===== config.mk =====
export PLATFORM = sky130hd
export DESIGN_NAME = pee_cell
export DESIGN_NICKNAME = d
export VERILOG_FILES = /design/src/prefix_expression_evaluator_unit_assert.svh /design/src/pee_pkg.sv /design/src/pee_cell.sv
export SDC_FILE = /design/constraint.sdc
export NUM_CORES = 1
export LEC_CHECK = 0
export BUFFER_PORTS_ARGS = -buffer_cell sky130_fd_sc_hd__buf_2
export CORE_MARGIN = 1
export CORE_UTILIZATION = 41
export CTS_BUF_LIST = sky130_fd_sc_hd__clkbuf_16
export DETAILED_ROUTE_END_ITERATION = 12
export GPL_TIMING_DRIVEN = 0
export PLACE_DENSITY = 0.78
export SYNTH_ARGS = -nofsm -noshare
export SYNTH_HDL_FRONTEND = slang
export SYNTH_SLANG_ARGS = --single-unit

===== constraint.sdc =====
create_clock -name i_clk -period 2.85 [get_ports i_clk]
set_input_delay 0.855 -clock i_clk [delete_from_list [all_inputs] [get_ports i_clk]]
set_output_delay 0.855 -clock i_clk [all_outputs]
set_load 0.05 [all_outputs]

===== src/prefix_expression_evaluator_unit_assert.svh =====
// ----------------------------------------------------------------------------
// Assertion macros
// Concurrent assertion shorthands; empty when SYNTHESIS is defined.
// ----------------------------------------------------------------------------
`ifndef PREFIX_EXPRESSION_EVALUATOR_UNIT_ASSERT_SVH
`define PREFIX_EXPRESSION_EVALUATOR_UNIT_ASSERT_SVH
`ifndef SYNTHESIS
`define PEE_ASSERT_IMP(lbl, clk, rst_n, ante, cons) \
    lbl: assert property (@(posedge clk) disable iff (!rst_n) (ante) |-> (cons)) \
        else $error("assertion failed");
`define PEE_ASSERT_NXT(lbl, clk, rst_n, ante, cons) \
    lbl: assert property (@(posedge clk) disable iff (!rst_n) (ante) |=> (cons)) \
        else $error("assertion failed");
`else
`define PEE_ASSERT_IMP(lbl, clk, rst_n, ante, cons)
`define PEE_ASSERT_NXT(lbl, clk, rst_n, ante, cons)
`endif
`endif


===== src/pee_pkg.sv =====
// ----------------------------------------------------------------------------
// pee_pkg
// Types and constants shared by the prefix expression evaluator.
// ----------------------------------------------------------------------------
package pee_pkg;
    typedef logic [7:0] t_symbol;
    typedef logic [2:0] t_status;
    typedef logic [1:0] t_alu_op;

    localparam t_status ST_OK    = 3'd0;
    localparam t_status ST_UNDER = 3'd1;
    localparam t_status ST_OVER  = 3'd2;
    localparam t_status ST_DIVZ  = 3'd3;
    localparam t_status ST_BAD   = 3'd4;
    localparam t_status ST_LEFT  = 3'd5;

    localparam t_symbol CH_0     = 8'h30;
    localparam t_symbol CH_9     = 8'h39;
    localparam t_symbol CH_PLUS  = 8'h2B;
    localparam t_symbol CH_MINUS = 8'h2D;
    localparam t_symbol CH_MUL   = 8'h2A;
    localparam t_symbol CH_DIV   = 8'h2F;
    localparam t_symbol CH_POW   = 8'h5E;

    localparam t_alu_op OP_MUL = 2'd0;
    localparam t_alu_op OP_DIV = 2'd1;
    localparam t_alu_op OP_POW = 2'd2;

    typedef struct packed {
        logic    start;
        t_alu_op op;
    } t_alu_cmd;

    typedef struct packed {
        logic done;
        logic divz;
    } t_alu_rsp;

    typedef struct packed {
        logic shift_down;  // take the entry above (push)
        logic shift_up;    // take the entry below (pop)
    } t_cell_ctl;
endpackage


===== src/pee_cell.sv =====
// ----------------------------------------------------------------------------
// pee_cell
// One stack entry; shifts toward the bottom on push, toward the top on pop.
// ----------------------------------------------------------------------------
module pee_cell import pee_pkg::*; #(
    parameter int W = 32
) (
    input  logic         i_clk,
    input  t_cell_ctl    i_ctl,
    input  logic [W-1:0] i_prev,
    input  logic [W-1:0] i_next,
    output logic [W-1:0] o_val
);
    logic [W-1:0] r_val;
    logic [W-1:0] n_val;

    always_comb begin
        n_val = r_val;
        if (i_ctl.shift_down) begin
            n_val = i_prev;
        end else if (i_ctl.shift_up) begin
            n_val = i_next;
        end
    end

    always_ff @(posedge i_clk) begin
        r_val <= n_val;
    end

    assign o_val = r_val;
endmodule


======== After elaboration in Yosys (flattened, before gate mapping) ========
Cells that the tools add are included.
cells by class
  multiplexer cells ....................... 2
  reduce and logical (&&, ||, !) cells .... 1
operators with widths
  operator            count
  2-to-1 mux 32 bit   2
  nonzero test 2 bit  1
word-level totals
  register bits ........................... 32
  input port bits ......................... 67
  output and inout bits ................... 32
  logic and storage cells ................. 4

======== Longest topological paths before layout ========
Gate-level depths: netlist of the first run.
  word-level depth ........................ 2
  mapped depth ............................ 3
  gate-level depth less buffers ........... 1

======== Worst setup path before layout of the first run ========
Ideal clock, no wire load.
  path kind ............................... input-to-reg
  start point ............................. input port i_ctl[1] in the netlist's numbering
  end point ............................... register r_val[0], in the netlist o_val[0] (enable)
  setup time .............................. 390 ps
  data arrival time ....................... 1877 ps
  required time ........................... 2460 ps
  setup slack ............................. 582 ps
  stages .................................. 3
  cells stage by stage .................... buf_6 > buf_12 > or2_1
on the way
  word-level cells in the longest chain between the ends .. 1
ends and longest elaborated chain
  item                                 RTL line        RTL
  from (decl)                          pee_cell.sv:9   input t_cell_ctl i_ctl,
  nonzero test 2 bit (no source line)  n/a
  to (signal assigned)                 pee_cell.sv:27  r_val <= n_val;
  to (decl)                            pee_cell.sv:14  logic [W-1:0] r_val;
Every way passes these cells.
A chain may end at the register's enable or synchronous reset.

======== Worst setup path after layout of the first run ========
  start point ............................. input port i_ctl[1] in the netlist's numbering
  end point ............................... register r_val[30], in the netlist o_val[30] (enable)
Same word-level chain as after synthesis.

==> results of run 1 <==
## report_power, final
part	switching [mW]	total, mW	internal (mW)
clock	0.175	0.582	0.406
combinational	0.245	0.370	0.125
sequential	0.0119	0.591	0.579
## critical path, delay by kind of cell
kind | cells | cell delay [ns]
and+or+nand+nor | 1 | 0.60
buffers and inverters | 2 | 0.27
## Yosys cell counts
master,n
edfxtp_1,32
mux2_2,3
mux2_4,29
buf_12,3
buf_6,1
or2_1,1
## path summary, 6_finish.rpt
| check | end | from | slack [ns] |
|---|---|---|---|
| min | o_val[18] | i_next[18] | 0.88 |
| max | o_val[30] | i_ctl[1] | 1.0 |
## kinds of logic (layout without fill, tap and decap cells)
family | count (synthesis) | in the layout | share of synthesized area, %
buffers and inverters | 4 | 109 | 4.73
DFF | 32 | 32 | 63.7
muxes | 32 | 32 | 31.1
and+or+nand+nor | 1 | 1 | 0.415
## layout make-up
| type | instances | area [um^2] |
|---|---|---|
| multi-input combinational | 33 | 475 |
| clock inverter | 3 | 38.8 |
| tap | 46 | 57.6 |
| sequential | 32 | 961 |
| buffer | 4 | 71.3 |
| fill | 251 | 1230 |
| clock buffer | 5 | 125 |
| timing repair buffer | 97 | 485 |
## metrics by stage
step | total power [mW] | hold WS [ns]
after CTS | 1.56 | 0.880
final | 1.54 | 0.882
after detailed placement | 0.972 | 1.16
after global placement | 0.964 | 1.16
after floorplan | 0.871 | 1.07
after global routing | 1.59 | 0.883
## per-layer routing
metal | part of all wire [%] | wire length, um
met2 | 56 | 1740
met4 | 2.3 | 71
met1 | 37 | 1140
met3 | 5.1 | 160
met5 | 0 | 0
==> metrics.md, run 1 <==
| Metric | Value |
|---|---|
| Maximum clock rate | 540 MHz |
| Routability Congestion | 0.733 |
| DP Worst Slack | 0.281 ns |
| Fin util | 64.3% |
| Setup Crit Path Kind | in2reg |
| Clk root buf | clkbuf_16 |
| Grt met3 use | 3.83% |
| Synth cell types | 6 |
| Largest net degree at the start of global routing | 33 |
| Initial antenna violation count | 0 |
| Status | finished clean |
| Via/cell ratio | 4.51 |
| HPWL after DPL | 2360 um |
| Met2 Use GR | 30.7% |
| Gr ovfl total | 0 |
| Sequential area share after synthesis | 63.7% |
| Hold WC Path Type | in2reg |
| CTS tree | built |
| 1st-iter DRT viols | 15 |
| FF+latch count, synth | 32 |
| Syn Std Cell Area | 1510 um^2 |
| Worst Path Required | 2.75 ns |
| Placed instance count | 212 |
| Top-area cell type share of the netlist area | 63.7% |
| Post_cts resized | 0 |
| Busiest layer in global routing | met2 |
| Postcts setup bufs | 0 |
| CP cell instances | buf_6 > buf_12 > or2_2 |
| GRT Util Overall | 16.6% |
| Maximum clock path buffer count | 2 |
| Final nets | 240 |
| Synth-to-layout area growth | 46.9% |
| Die X | 62.6 um |
| DRC violations left | 0 |
| Setup TNS | 0 ns |
| Rel. slew slack | 50.9% |
| Peak supply drop | 0.442 mV |
| Most common cell after layout, fill and taps aside | buf_2 |
| Crit end category | flip-flop |
| Met1 Use GR | 16.9% |
| Ratio of cells with drive above 1 in the final layout | 81.0% |
| Final hold vios | 0 |
| Final wirelength | 3110 um |
| Final Max Slew Viols | 0 |
| Total CTS buffers | 5 |
| Leakage | 1.08 nW |
| Max reg flops | 32 |
| CP Data Arrival Time | 1.75 ns |
| Period utilization | 64.9% |
| Post-route cell area | 2210 um^2 |
| Setup ws final | 0.999 ns |
| Syn Inst Count | 69 |
| Syn nets | 136 |
| Worst Path Max Fanout | 32 |
| Startpoint Class | input pin |
| CTS hold repair buffers | 0 |
| Die Y | 62.6 um |
| Commonest cells after routing, fill and taps aside | 97 x buf_2, 32 x edfxtp_1, 29 x mux2_4 |
| Via count | 993 |
| Synth area leader | edfxtp_1 |
| Wirelength per Cell | 14.1 um |
| Vias in the first global route | 984 |
| Slowest CP cell | or2_2 |
| Synth warnings | 0 |
| Setup violators final | 0 |
| Top cells by area, synth | edfxtp_1 64%, mux2_4 29%, buf_12 4.0%, mux2_2 2.2%, buf_6 0.75% |
| Placed cell area | 2050 um^2 |
| Htree depth | 2 |
| Final min period | 1.85 ns |
| Global-route wire length before repair | 4770 um |
| I/O Buffers | 97 |
| Finished Layout Cells | 220 |
| CTS clk-pin slew, worst paths | 0.05 ns |
| TritonCTS Sinks | 32 |
| Num ports | 99 |
| Hold Crit Depth | 2 |
| # rows | 21 |
| PwrDens | 697 nW/um^2 |
| Post-route antenna net violation count | 0 |
| 1st-pass router iterations | 4 |
| Unrepaired setup endpoints after global routing | no |
| Core area | 3440 um^2 |
| ANT cells | 0 |
| Die area | 3920 um^2 |
| Max cap viols | 0 |
| Initial Util | 43.8% |
| Post-Syn Area per Cell | 21.9 um^2 |
| Slew at the pin closest to its max-slew limit | 0.736 ns |
| Max incr delay on CP | 0.60 ns |
No activity file was read; power rests on OpenSTA's default activity.
==> run 2: changes to the inputs <==
==> constraint.sdc (replaced) <==
create_clock -name i_clk -period 1.9 [get_ports i_clk]
set_input_delay 0.57 -clock i_clk [delete_from_list [all_inputs] [get_ports i_clk]]
set_output_delay 0.57 -clock i_clk [all_outputs]
set_load 0.05 [all_outputs]
==> metrics.md, run 2 (same netlist as run 1, synthesis figures left out) <==
| Metric | Value |
|---|---|
| Status | finished clean |
| Crit end category | flip-flop |
| Synth-to-layout area growth | 45.1% |
| Post_cts resized | 0 |
| Rel. slew slack | 51.0% |
| TritonCTS Sinks | 32 |
| Die X | 62.6 um |
| Peak supply drop | 0.420 mV |
| Hold WC Path Type | in2reg |
| Setup TNS | 0 ns |
| Gr ovfl total | 0 |
| Final hold vios | 0 |
| Initial antenna violation count | 0 |
| Maximum clock rate | 638 MHz |
| Via/cell ratio | 4.59 |
| Routability Congestion | 0.659 |
| Global-route wire length before repair | 4550 um |
| CTS clk-pin slew, worst paths | 0.05 ns |
| Htree depth | 2 |
| Maximum clock path buffer count | 2 |
| Fin util | 63.5% |
| 1st-pass router iterations | 4 |
| Commonest cells after routing, fill and taps aside | 97 x buf_2, 32 x edfxtp_1, 29 x mux2_4 |
| Die area | 3920 um^2 |
| Max reg flops | 32 |
| Initial Util | 43.8% |
| Core area | 3440 um^2 |
| Max cap viols | 0 |
| Setup violators final | 0 |
| Unrepaired setup endpoints after global routing | no |
| Die Y | 62.6 um |
| Final nets | 240 |
| 1st-iter DRT viols | 76 |
| Filler Cell Count | 267 |
| CTS hold repair buffers | 0 |
| Wirelength per Cell | 13.7 um |
| Num ports | 99 |
| DRC violations left | 0 |
| Finished Layout Cells | 220 |
| Worst Path Max Fanout | 32 |
| PwrDens | 987 nW/um^2 |
| Placed cell area | 2050 um^2 |
| Setup Crit Path Kind | in2reg |
| Vias in the first global route | 995 |
| Final hold slack | 0.595 ns |
| Hold-critical path endpoint | o_val[10] |
| Startpoint Class | input pin |
| Final wirelength | 3010 um |
| Post-route antenna net violation count | 0 |
| Ratio of cells with drive above 1 in the final layout | 79.9% |
| Period utilization | 82.5% |
| Final min period | 1.57 ns |
| Via count | 1010 |
| Hold_sp | i_next[10] |
| Most common cell after layout, fill and taps aside | buf_2 |
| # rows | 21 |
| CTS tree | built |
| Post-route cell area | 2190 um^2 |
| Postcts setup bufs | 0 |
| CP Data Arrival Time | 1.46 ns |
| Leakage | 1.07 nW |
| Final Max Slew Viols | 0 |
| HPWL after DPL | 2370 um |
| ANT cells | 0 |
| I/O Buffers | 97 |
| Total CTS buffers | 5 |
| GRT Util Overall | 15.9% |
| Placed instance count | 212 |
| Slew at the pin closest to its max-slew limit | 0.735 ns |
| Largest net degree at the start of global routing | 33 |
| Hold Crit Depth | 2 |
| Clk root buf | clkbuf_16 |
| Worst Path Required | 1.80 ns |
[run 2: changes by cell type in the layout (fill, tap and decap cells not counted)]
cell	delta
bufinv_16	-1
clkinv_1	+1
clkinv_2	-1
inv_1	+1
[run 2: cell type report]
type / instances / area [um^2] / area share [%]
clock buffer: 5 / 125 / 5.72
tap: 46 / 57.6 / 2.63
timing repair buffer: 97 / 485 / 22.2
multi-input combinational: 33 / 475 / 21.7
buffer: 4 / 71.3 / 3.26
sequential: 32 / 961 / 43.9
clock inverter: 3 / 11.3 / 0.515
[run 2: per-stage QoR]
step	worst slack [ns]	power, mW
after detailed placement	0.0382	1.46
final	0.333	2.16
after global placement	0.0847	1.44
after CTS	0.320	2.18
after floorplan	0.216	1.31
after global routing	0.250	2.23
[run 2: metal layers]
| layer | part of all wire (%) | routed length (um) | vias to the layer above | global-route usage [%] |
|---|---|---|---|---|
| met5 | 0 | 0 | - | 0 |
| met4 | 1.8 | 55 | 0 | 7.85 |
| met3 | 4.8 | 145 | 8 | 3.83 |
| met2 | 60 | 1810 | 41 | 31.8 |
| met1 | 33 | 993 | 484 | 14.5 |
| li1 | - | - | 477 | - |
[run 2: report_power, final]
group,internal [mW],switching (mW),total [mW]
clock network,0.469,0.250,0.719
logic,0.188,0.365,0.553
registers,0.869,0.0180,0.887
total,1.53,0.633,2.16
[run 2: worst max path at each step]
stage | from | endpoint | slack, ns | depth (start not counted)
CTS | i_ctl[1] | o_val[7] | 0.32 | 3
global placement | i_ctl[1] | o_val[1] | 0.08 | 3
finish | i_ctl[1] | o_val[7] | 0.33 | 3
detailed placement | i_ctl[1] | o_val[29] | 0.04 | 3
floorplan | i_ctl[1] | o_val[0] | 0.22 | 3
global route | i_ctl[1] | o_val[7] | 0.25 | 3
[run 2: worst max-delay path, stage by stage]
cell    delay [ns]
buf_6         0.13
buf_12        0.15
or2_2         0.60
