==> src/prefix_expression_evaluator_unit_assert.svh <==
// ----------------------------------------------------------------------------
// Assertion macros
// Concurrent assertion shorthands; empty when SYNTHESIS is defined.
// ----------------------------------------------------------------------------
`ifndef PREFIX_EXPRESSION_EVALUATOR_UNIT_ASSERT_SVH
`define PREFIX_EXPRESSION_EVALUATOR_UNIT_ASSERT_SVH
`ifndef SYNTHESIS
`define PEE_ASSERT_IMP(lbl, clk, rst_n, ante, cons) \
    lbl: assert property (@(posedge clk) disable iff (!rst_n) (ante) |-> (cons)) \
        else $error("assertion failed");
`define PEE_ASSERT_NXT(lbl, clk, rst_n, ante, cons) \
    lbl: assert property (@(posedge clk) disable iff (!rst_n) (ante) |=> (cons)) \
        else $error("assertion failed");
`else
`define PEE_ASSERT_IMP(lbl, clk, rst_n, ante, cons)
`define PEE_ASSERT_NXT(lbl, clk, rst_n, ante, cons)
`endif
`endif

==> src/pee_pkg.sv <==
// ----------------------------------------------------------------------------
// pee_pkg
// Types and constants shared by the prefix expression evaluator.
// ----------------------------------------------------------------------------
package pee_pkg;
    typedef logic [7:0] t_symbol;
    typedef logic [2:0] t_status;
    typedef logic [1:0] t_alu_op;

    localparam t_status ST_OK    = 3'd0;
    localparam t_status ST_UNDER = 3'd1;
    localparam t_status ST_OVER  = 3'd2;
    localparam t_status ST_DIVZ  = 3'd3;
    localparam t_status ST_BAD   = 3'd4;
    localparam t_status ST_LEFT  = 3'd5;

    localparam t_symbol CH_0     = 8'h30;
    localparam t_symbol CH_9     = 8'h39;
    localparam t_symbol CH_PLUS  = 8'h2B;
    localparam t_symbol CH_MINUS = 8'h2D;
    localparam t_symbol CH_MUL   = 8'h2A;
    localparam t_symbol CH_DIV   = 8'h2F;
    localparam t_symbol CH_POW   = 8'h5E;

    localparam t_alu_op OP_MUL = 2'd0;
    localparam t_alu_op OP_DIV = 2'd1;
    localparam t_alu_op OP_POW = 2'd2;

    typedef struct packed {
        logic    start;
        t_alu_op op;
    } t_alu_cmd;

    typedef struct packed {
        logic done;
        logic divz;
    } t_alu_rsp;

    typedef struct packed {
        logic shift_down;  // take the entry above (push)
        logic shift_up;    // take the entry below (pop)
    } t_cell_ctl;
endpackage

==> src/pee_alu.sv <==
// ----------------------------------------------------------------------------
// pee_alu
// Multicycle multiply, divide and power on W-bit two's complement values.
// ----------------------------------------------------------------------------
`include "prefix_expression_evaluator_unit_assert.svh"
module pee_alu import pee_pkg::*; #(
    parameter int W = 32
) (
    input  logic         i_clk,
    input  logic         i_rst_n,
    input  t_alu_cmd     i_cmd,
    input  logic [W-1:0] i_a,
    input  logic [W-1:0] i_b,
    output t_alu_rsp     o_rsp,
    output logic [W-1:0] o_res
);
    localparam int CW = $clog2(W + 1);
    localparam logic [2:0] A_IDLE = 3'd0;
    localparam logic [2:0] A_MUL  = 3'd1;
    localparam logic [2:0] A_DIV  = 3'd2;
    localparam logic [2:0] A_POW  = 3'd3;
    localparam logic [2:0] A_DONE = 3'd4;
    localparam logic [1:0] PH_PLAIN = 2'd0;
    localparam logic [1:0] PH_ACC   = 2'd1;
    localparam logic [1:0] PH_SQ    = 2'd2;

    logic [2:0]    r_state, n_state;
    logic [1:0]    r_phase, n_phase;
    logic [CW-1:0] r_cnt, n_cnt;
    logic [CW-1:0] r_pcnt, n_pcnt;
    logic [W-1:0]  r_mc, n_mc, r_mp, n_mp, r_prod, n_prod;
    logic [W-1:0]  r_acc, n_acc, r_sq, n_sq, r_ex, n_ex;
    logic [W-1:0]  r_rem, n_rem, r_quo, n_quo, r_dvs, n_dvs;
    logic [W-1:0]  r_res, n_res;
    logic          r_neg, n_neg, r_divz, n_divz;
    logic [W:0]    w_trial;
    logic [W-1:0]  w_mag_a, w_mag_b;

    assign w_mag_a = i_a[W-1] ? (~i_a + W'(1)) : i_a;
    assign w_mag_b = i_b[W-1] ? (~i_b + W'(1)) : i_b;
    assign w_trial = {r_rem, r_quo[W-1]};

    always_comb begin
        n_state = r_state;
        n_phase = r_phase;
        n_cnt   = r_cnt;
        n_pcnt  = r_pcnt;
        n_mc    = r_mc;
        n_mp    = r_mp;
        n_prod  = r_prod;
        n_acc   = r_acc;
        n_sq    = r_sq;
        n_ex    = r_ex;
        n_rem   = r_rem;
        n_quo   = r_quo;
        n_dvs   = r_dvs;
        n_res   = r_res;
        n_neg   = r_neg;
        n_divz  = r_divz;
        case (r_state)
            A_IDLE: begin
                n_divz = 1'b0;
                if (i_cmd.start) begin
                    case (i_cmd.op)
                        OP_MUL: begin
                            n_mc = i_a;
                            n_mp = i_b;
                            n_prod = '0;
                            n_cnt = '0;
                            n_phase = PH_PLAIN;
                            n_state = A_MUL;
                        end
                        OP_DIV: begin
                            if (i_b == '0) begin
                                n_res = '0;
                                n_divz = 1'b1;
                                n_state = A_DONE;
                            end else begin
                                n_rem = '0;
                                n_quo = w_mag_a;
                                n_dvs = w_mag_b;
                                n_neg = i_a[W-1] ^ i_b[W-1];
                                n_cnt = '0;
                                n_state = A_DIV;
                            end
                        end
                        OP_POW: begin
                            if (i_b[W-1]) begin
                                // negative exponent: only +1 and -1 survive
                                if (i_a == W'(1)) begin
                                    n_res = W'(1);
                                end else if (&i_a) begin
                                    n_res = i_b[0] ? '1 : W'(1);
                                end else begin
                                    n_res = '0;
                                end
                                n_state = A_DONE;
                            end else begin
                                n_acc = W'(1);
                                n_sq = i_a;
                                n_ex = i_b;
                                n_pcnt = '0;
                                n_state = A_POW;
                            end
                        end
                        default: begin
                            n_res = '0;
                            n_state = A_DONE;
                        end
                    endcase
                end
            end
            A_POW: begin
                n_cnt = '0;
                n_prod = '0;
                if (r_pcnt == CW'(W)) begin
                    n_res = r_acc;
                    n_state = A_DONE;
                end else if (r_ex[0]) begin
                    n_mc = r_acc;
                    n_mp = r_sq;
                    n_phase = PH_ACC;
                    n_state = A_MUL;
                end else begin
                    n_mc = r_sq;
                    n_mp = r_sq;
                    n_phase = PH_SQ;
                    n_state = A_MUL;
                end
            end
            A_MUL: begin
                if (r_cnt == CW'(W)) begin
                    n_cnt = '0;
                    case (r_phase)
                        PH_ACC: begin
                            n_acc = r_prod;
                            n_mc = r_sq;
                            n_mp = r_sq;
                            n_prod = '0;
                            n_phase = PH_SQ;
                        end
                        PH_SQ: begin
                            n_sq = r_prod;
                            n_ex = r_ex >> 1;
                            n_pcnt = r_pcnt + CW'(1);
                            n_state = A_POW;
                        end
                        default: begin
                            n_res = r_prod;
                            n_state = A_DONE;
                        end
                    endcase
                end else begin
                    if (r_mp[0]) begin
                        n_prod = r_prod + r_mc;
                    end
                    n_mc = r_mc << 1;
                    n_mp = r_mp >> 1;
                    n_cnt = r_cnt + CW'(1);
                end
            end
            A_DIV: begin
                if (r_cnt == CW'(W)) begin
                    n_res = r_neg ? (~r_quo + W'(1)) : r_quo;
                    n_state = A_DONE;
                end else begin
                    // restoring step, one quotient bit per cycle
                    n_quo = r_quo << 1;
                    if (w_trial >= {1'b0, r_dvs}) begin
                        n_rem = W'(w_trial - {1'b0, r_dvs});
                        n_quo[0] = 1'b1;
                    end else begin
                        n_rem = W'(w_trial);
                    end
                    n_cnt = r_cnt + CW'(1);
                end
            end
            A_DONE: begin
                n_divz = 1'b0;
                n_state = A_IDLE;
            end
            default: begin
                n_state = A_IDLE;
            end
        endcase
    end

    always_ff @(posedge i_clk) begin
        if (!i_rst_n) begin
            r_state <= A_IDLE;
            r_divz  <= 1'b0;
        end else begin
            r_state <= n_state;
            r_divz  <= n_divz;
        end
        r_phase <= n_phase;
        r_cnt   <= n_cnt;
        r_pcnt  <= n_pcnt;
        r_mc    <= n_mc;
        r_mp    <= n_mp;
        r_prod  <= n_prod;
        r_acc   <= n_acc;
        r_sq    <= n_sq;
        r_ex    <= n_ex;
        r_rem   <= n_rem;
        r_quo   <= n_quo;
        r_dvs   <= n_dvs;
        r_res   <= n_res;
        r_neg   <= n_neg;
    end

    assign o_rsp.done = (r_state == A_DONE);
    assign o_rsp.divz = r_divz;
    assign o_res      = r_res;

    `PEE_ASSERT_IMP(a_start_idle, i_clk, i_rst_n, i_cmd.start, r_state == A_IDLE)
    `PEE_ASSERT_NXT(a_done_once, i_clk, i_rst_n, r_state == A_DONE, r_state == A_IDLE)
    `PEE_ASSERT_IMP(a_divz_done, i_clk, i_rst_n, r_divz, r_state == A_DONE)
endmodule
==> config.mk <==
export PLATFORM = sky130hd
export DESIGN_NAME = pee_alu
export DESIGN_NICKNAME = d
export VERILOG_FILES = /design/src/pee_pkg.sv /design/src/pee_alu.sv
export VERILOG_INCLUDE_DIRS = /design/src /design/src/src
export SDC_FILE = /design/constraint.sdc
export NUM_CORES = 1
export LEC_CHECK = 0
export ABC_CLOCK_PERIOD_IN_PS = 10130
export BUFFER_PORTS_ARGS = -buffer_cell sky130_fd_sc_hd__clkbuf_2
export CORE_UTILIZATION = 35
export CTS_BUF_LIST = sky130_fd_sc_hd__clkbuf_4
export DETAILED_ROUTE_END_ITERATION = 6
export PLACE_DENSITY = 0.57
export REMOVE_ABC_BUFFERS = 1
export SLEW_MARGIN = 15
export SYNTH_ARGS = -nofsm -noshare
export SYNTH_HDL_FRONTEND = slang
export SYNTH_SLANG_ARGS = --single-unit
==> constraint.sdc <==
create_clock -name i_clk -period 10.13 [get_ports i_clk]
set_input_delay 0.5065 -clock i_clk [delete_from_list [all_inputs] [get_ports i_clk]]
set_output_delay 0.5065 -clock i_clk [all_outputs]
set_load 0.05 [all_outputs]
Word level (Yosys, flattened, before mapping)
Cells that the tools add are included.
- add/sub/neg operators: 7
- $lt $le $gt $ge: 1
- eq/ne operators: 33
- multiplexer cells: 95
- bitwise logic cells: 5
- reduce and logical (&&, ||, !) cells: 20
- operators with widths (cell ; count):
    $mux 32 ; 51
    $pmux 32 s3 ; 4
    $pmux 32 s2 ; 5
    $pmux 32 s4 ; 1
    $add 32x1->32 const B ; 3
    $not 32->32 ; 3
    $mux 6 ; 9
    $ge 33x32->1 ; 1
    $add 32x32->32 ; 1
    $eq 32x1->1 const B ; 1
    $logic_not 32->1 ; 1
    $reduce_and 32->1 ; 1
    $sub 32x32->32 ; 1
    $mux 31 ; 1
    $pmux 6 s2 ; 2
    $pmux 6 s4 ; 1
    $ne 2x2->1 const B ; 11
    $reduce_and 5->1 ; 4
    $mux 3 ; 6
    $reduce_and 6->1 ; 3
    $add 6x1->6 const B ; 2
    $eq 6x6->1 const B ; 2
    $mux 2 ; 6
    $ne 3x3->1 const B ; 4
    other kinds (24) ; 37
- flip-flop bits (word level): 339
- output and inout port bits: 34

Depth between registers and ports, before layout
- word-level depth: 7
- depth in mapped cells: 14

Worst setup path after synthesis
OpenSTA, ideal clock, no wires.
- path type: reg2reg
- start: register r_state[0]
- end: register r_ex[0], enable pin
- setup time: 0.599 ns
- arrival time: 6.464 ns
- required time: 9.531 ns
- path slack: 3.067 ns
- stages on the path, launching flop included: 8
- clock period less this slack: 7.063 ns
- path through: dfxtp_1 > clkbuf_1 > nor2b_1 > clkbuf_1 > nand2b_1 > clkbuf_1 > clkbuf_1 > o31ai_1
- word-level cells in the longest chain between the ends: 3
- ends and longest elaborated chain (element ; RTL line ; text):
    start, declared ; pee_alu.sv:27 ; logic [2:0] r_state, n_state;
    start signal, assigned ; pee_alu.sv:193 ; r_state <= n_state;
    $eq 3x1->1 or $logic_not 3->1 (tied branches) ; pee_alu.sv:60 ; case (r_state)
    $ne 2x1->1 (no line), or another cell as far along ; n/a ;
    $reduce_and 6->1 (no line) * ; n/a ;
    end signal, assigned ; pee_alu.sv:204 ; r_ex <= n_ex;
    end, declared ; pee_alu.sv:32 ; logic [W-1:0] r_acc, n_acc, r_sq, n_sq, r_ex, n_ex;
Every way passes the cells marked *; elsewhere a longest branch is shown, timed or not.
A chain may end at the register's enable or synchronous reset.

Worst setup path in the final report
- start: input i_b[0]
- end: register r_res[30] (netlist: o_res[30]), enable pin
- word-level cells in the longest chain between the ends: 3
- ends and longest elaborated chain (element ; RTL line ; text):
    start, declared ; pee_alu.sv:13 ; input logic [W-1:0] i_b,
    $logic_not 32->1 ; pee_alu.sv:74 ; if (i_b == '0) begin
    $ne 3x3->1 (no line) ; n/a ;
    $reduce_and 9->1 (no line) ; n/a ;
    end signal, assigned ; pee_alu.sv:208 ; r_res <= n_res;
    end, declared ; pee_alu.sv:34 ; logic [W-1:0] r_res, n_res;
No other way between the ends.

==> metrics.yaml <==
timing:
  rsz0062_at_grt: "false"
  period_share: 0.408
  setup_ws_ns: 5.99
  slew_viol_final: 0
  slew_headroom: 0.239
  layout_min_cycle_time_ns: 4.14
  whs_ns: 0.0901
  max_freq_mhz: 242
  skew_ns: 0.0695
  hold_violations: 0
  worst_pin_slew_ns: 1.14
  setup_viol: 0
  setup_tns_ns: 0
logic_synthesis:
  yosysMostFrequentCell: "edfxtp_1"
  yosys.area.top_type_share: 0.503
  ys_seq_area_frac: 0.507
  yosys-top-cells-count: "edfxtp_1 (334), nand2_1 (319), o21ai_0 (148)"
  synthCells: 1961
  syn_area_um2: 20000
  synthFlopType: "edfxtp_1"
  syn_avg_cell_area_um2: 10.2
  synthArstFlopShare: 0
  synthTopCellsByArea: "edfxtp_1 (50%), nand2_1 (6.0%), ha_1 (4.6%)"
  ys_types: 74
  yosysTopAreaCell: "edfxtp_1"
  yosysWarnings: 0
  synth_edf_count: 334
  ys_ff_latch: 338
outcome:
  status: "completed"
critical_path:
  critPathLaunchType: "primary input"
  startpoint: "i_b[0]"
  worstPathRequired_ns: 10.57
  critPathKind: "in2reg"
  crit_path_end_kind: "flop"
  worstPathArrival_ns: 4.58
  r2r_start: "r_rem[2]$_SDFFCE_PN0P_"
  cp_max_fo: 32
min_path:
  min_from: "i_a[19]"
  hold_path.class: "in2reg"
clocking:
  clkLatencyLatePin_ns: 0.84
  cts_max_level: 3
  clkTransAtPathRegs_ns: 0.06
  cts_buffer_depth: 3
  numCtsBuffers: 97
  post_cts_buffers: 0
  cts_sinks: 338
  root_buffer: "clkbuf_4"
  cts_tree: "yes"
place:
  pre_cts_ws_ns: 5.68
  postPlaceCellArea_um2: 21300
  hpwlAfterDp_um: 41800
  placed_cells: 2731
  place.gp.congestion: 0.841
  numPortBuffers: 102
finish:
  finalNonFillerCells: 2921
  final_util: 0.403
  fin_nets: 2235
  nFillCells: 5595
  final_cell_area_um2: 22700
  area_growth_pct: 13.9
  drive_gt1_frac: 0.148
floorplanning:
  dieArea_um2: 58000
  core_um2: 56400
  die_y_um: 241
  rows: 87
  num_io_pins: 103
  start_util: 0.354
  dieWidth_um: 241
power_and_ir_drop:
  max-vdd-ir-drop_uv: 89.0
  p_total_mw: 5.37
  p_leak_nw: 8.99
  power.density_nw_per_um2: 236
grt:
  overflow: 0
  grt_antenna_before_repair: 7
  grt_pass1_wl_um: 93000
  grt_max_degree: 81
  first_global_vias: 15700
  grt_util_all_layers: 0.212
routing:
  drc: 0
  ant_nets: 0
  drt_iter0_markers: 1303
  vias_per_cell: 5.44
  num_vias: 15900
  routedWlPerCell_um: 20.9
  routed_wl_um: 61100
  first_pass_iters: 6
flow_run:
  maxCapViolations: 0
[logic make-up after synthesis]
family	synth area share
fa+ha+maj	0.0484
simple gates	0.157
flops	0.507
buf+inv	0.0334
compound gates	0.164
xor+xnor	0.0628
mux	0.0277
[flip-flops by register name, indices dropped and copies added (netlist names), 3 cells and up]
signal   count
o_res       32
r_mp        32
r_acc       32
r_prod      32
r_rem       32
r_state      3
r_sq        32
r_dvs       32
r_ex        31
r_pcnt       6
r_quo       32
r_cnt        6
r_mc        32
[report_power, final]
part / switching [mW] / internal [mW] / total (mW)
Clock: 0.626 / 0.702 / 1.33
Sequential: 0.174 / 1.93 / 2.10
Combinational: 1.29 / 0.655 / 1.94
Total: 2.09 / 3.29 / 5.37
[placed cells by master (no fill, tap or decap), types with 5 or more instances in the layout]
cell type and n:
nor4b_1 8, nand3b_1 5, o21bai_1 8, nor2_1 119, and2_1 40, nor4_1 8
a211oi_1 14, o211ai_1 27, or3_1 13, a222oi_1 18, o41ai_1 15, a21o_1 69
nand2b_1 16, xnor2_1 68, clkbuf_2 102, dlygate4sd3_1 16, nor3_1 19, or4_1 20
nand4_1 18, or2_2 6, and3_1 9, nand3_1 32, edfxtp_1 334, clkbuf_4 145
o21a_1 7, nand2_1 317, clkinv_1 17, o31ai_1 28, xor2_1 75, ha_1 74
nor2b_1 18, a221oi_1 11, nor2_4 5, mux2i_1 53, buf_4 25, inv_1 62
a21oi_1 106, a31oi_1 5, o21ai_0 147
[critical path, cell delays in order]
cell           delay [ns]
dlygate4sd3_1        0.53
clkbuf_2             0.17
inv_1                0.12
ha_1                 0.20
nand3b_1             0.23
or3_1                0.42
or4_4                0.49
or3b_4               0.47
nor4_4               0.60
nor2b_1              0.16
nor3_2               0.20
buf_4                0.45
[final cells by class]
| type | count | area (um^2) | area share |
|---|---|---|---|
| clock inverter | 26 | 166 | 0.00732 |
| tap | 756 | 946 | 0.0416 |
| inverter | 62 | 233 | 0.0102 |
| timing repair buffer | 143 | 858 | 0.0378 |
| sequential | 338 | 10100 | 0.445 |
| clock buffer | 145 | 1090 | 0.0479 |
| antenna | 3 | 7.51 | 0.000330 |
| multi-input combinational | 1448 | 9310 | 0.410 |
[layer usage]
layer  up-vias  global-route usage  wire length [um]
met1      7764               0.282             27200
met3        87              0.0458              4080
met4        12              0.0721              1250
li1       7516                   -                 -
met5         -                   0                77
met2       519               0.340             28500
[final timing paths]
path                    endpoint  cells past startpoint  slack, ns
max          o_res[30]$_DFFE_PP_                     12       5.99
min           r_sq[19]$_DFFE_PP_                      2       0.09
max reg2reg   r_quo[0]$_DFFE_PP_                     10       6.04
min reg2reg   r_ex[19]$_DFFE_PP_                      2       0.50
[what timing repair did]
item                                   4_1_cts  5_1_grt
endpoints found under the hold margin       27        0
hold buffers                                16        0
gates resized for setup                      0        0
Power figures use the tool's default switching activity.
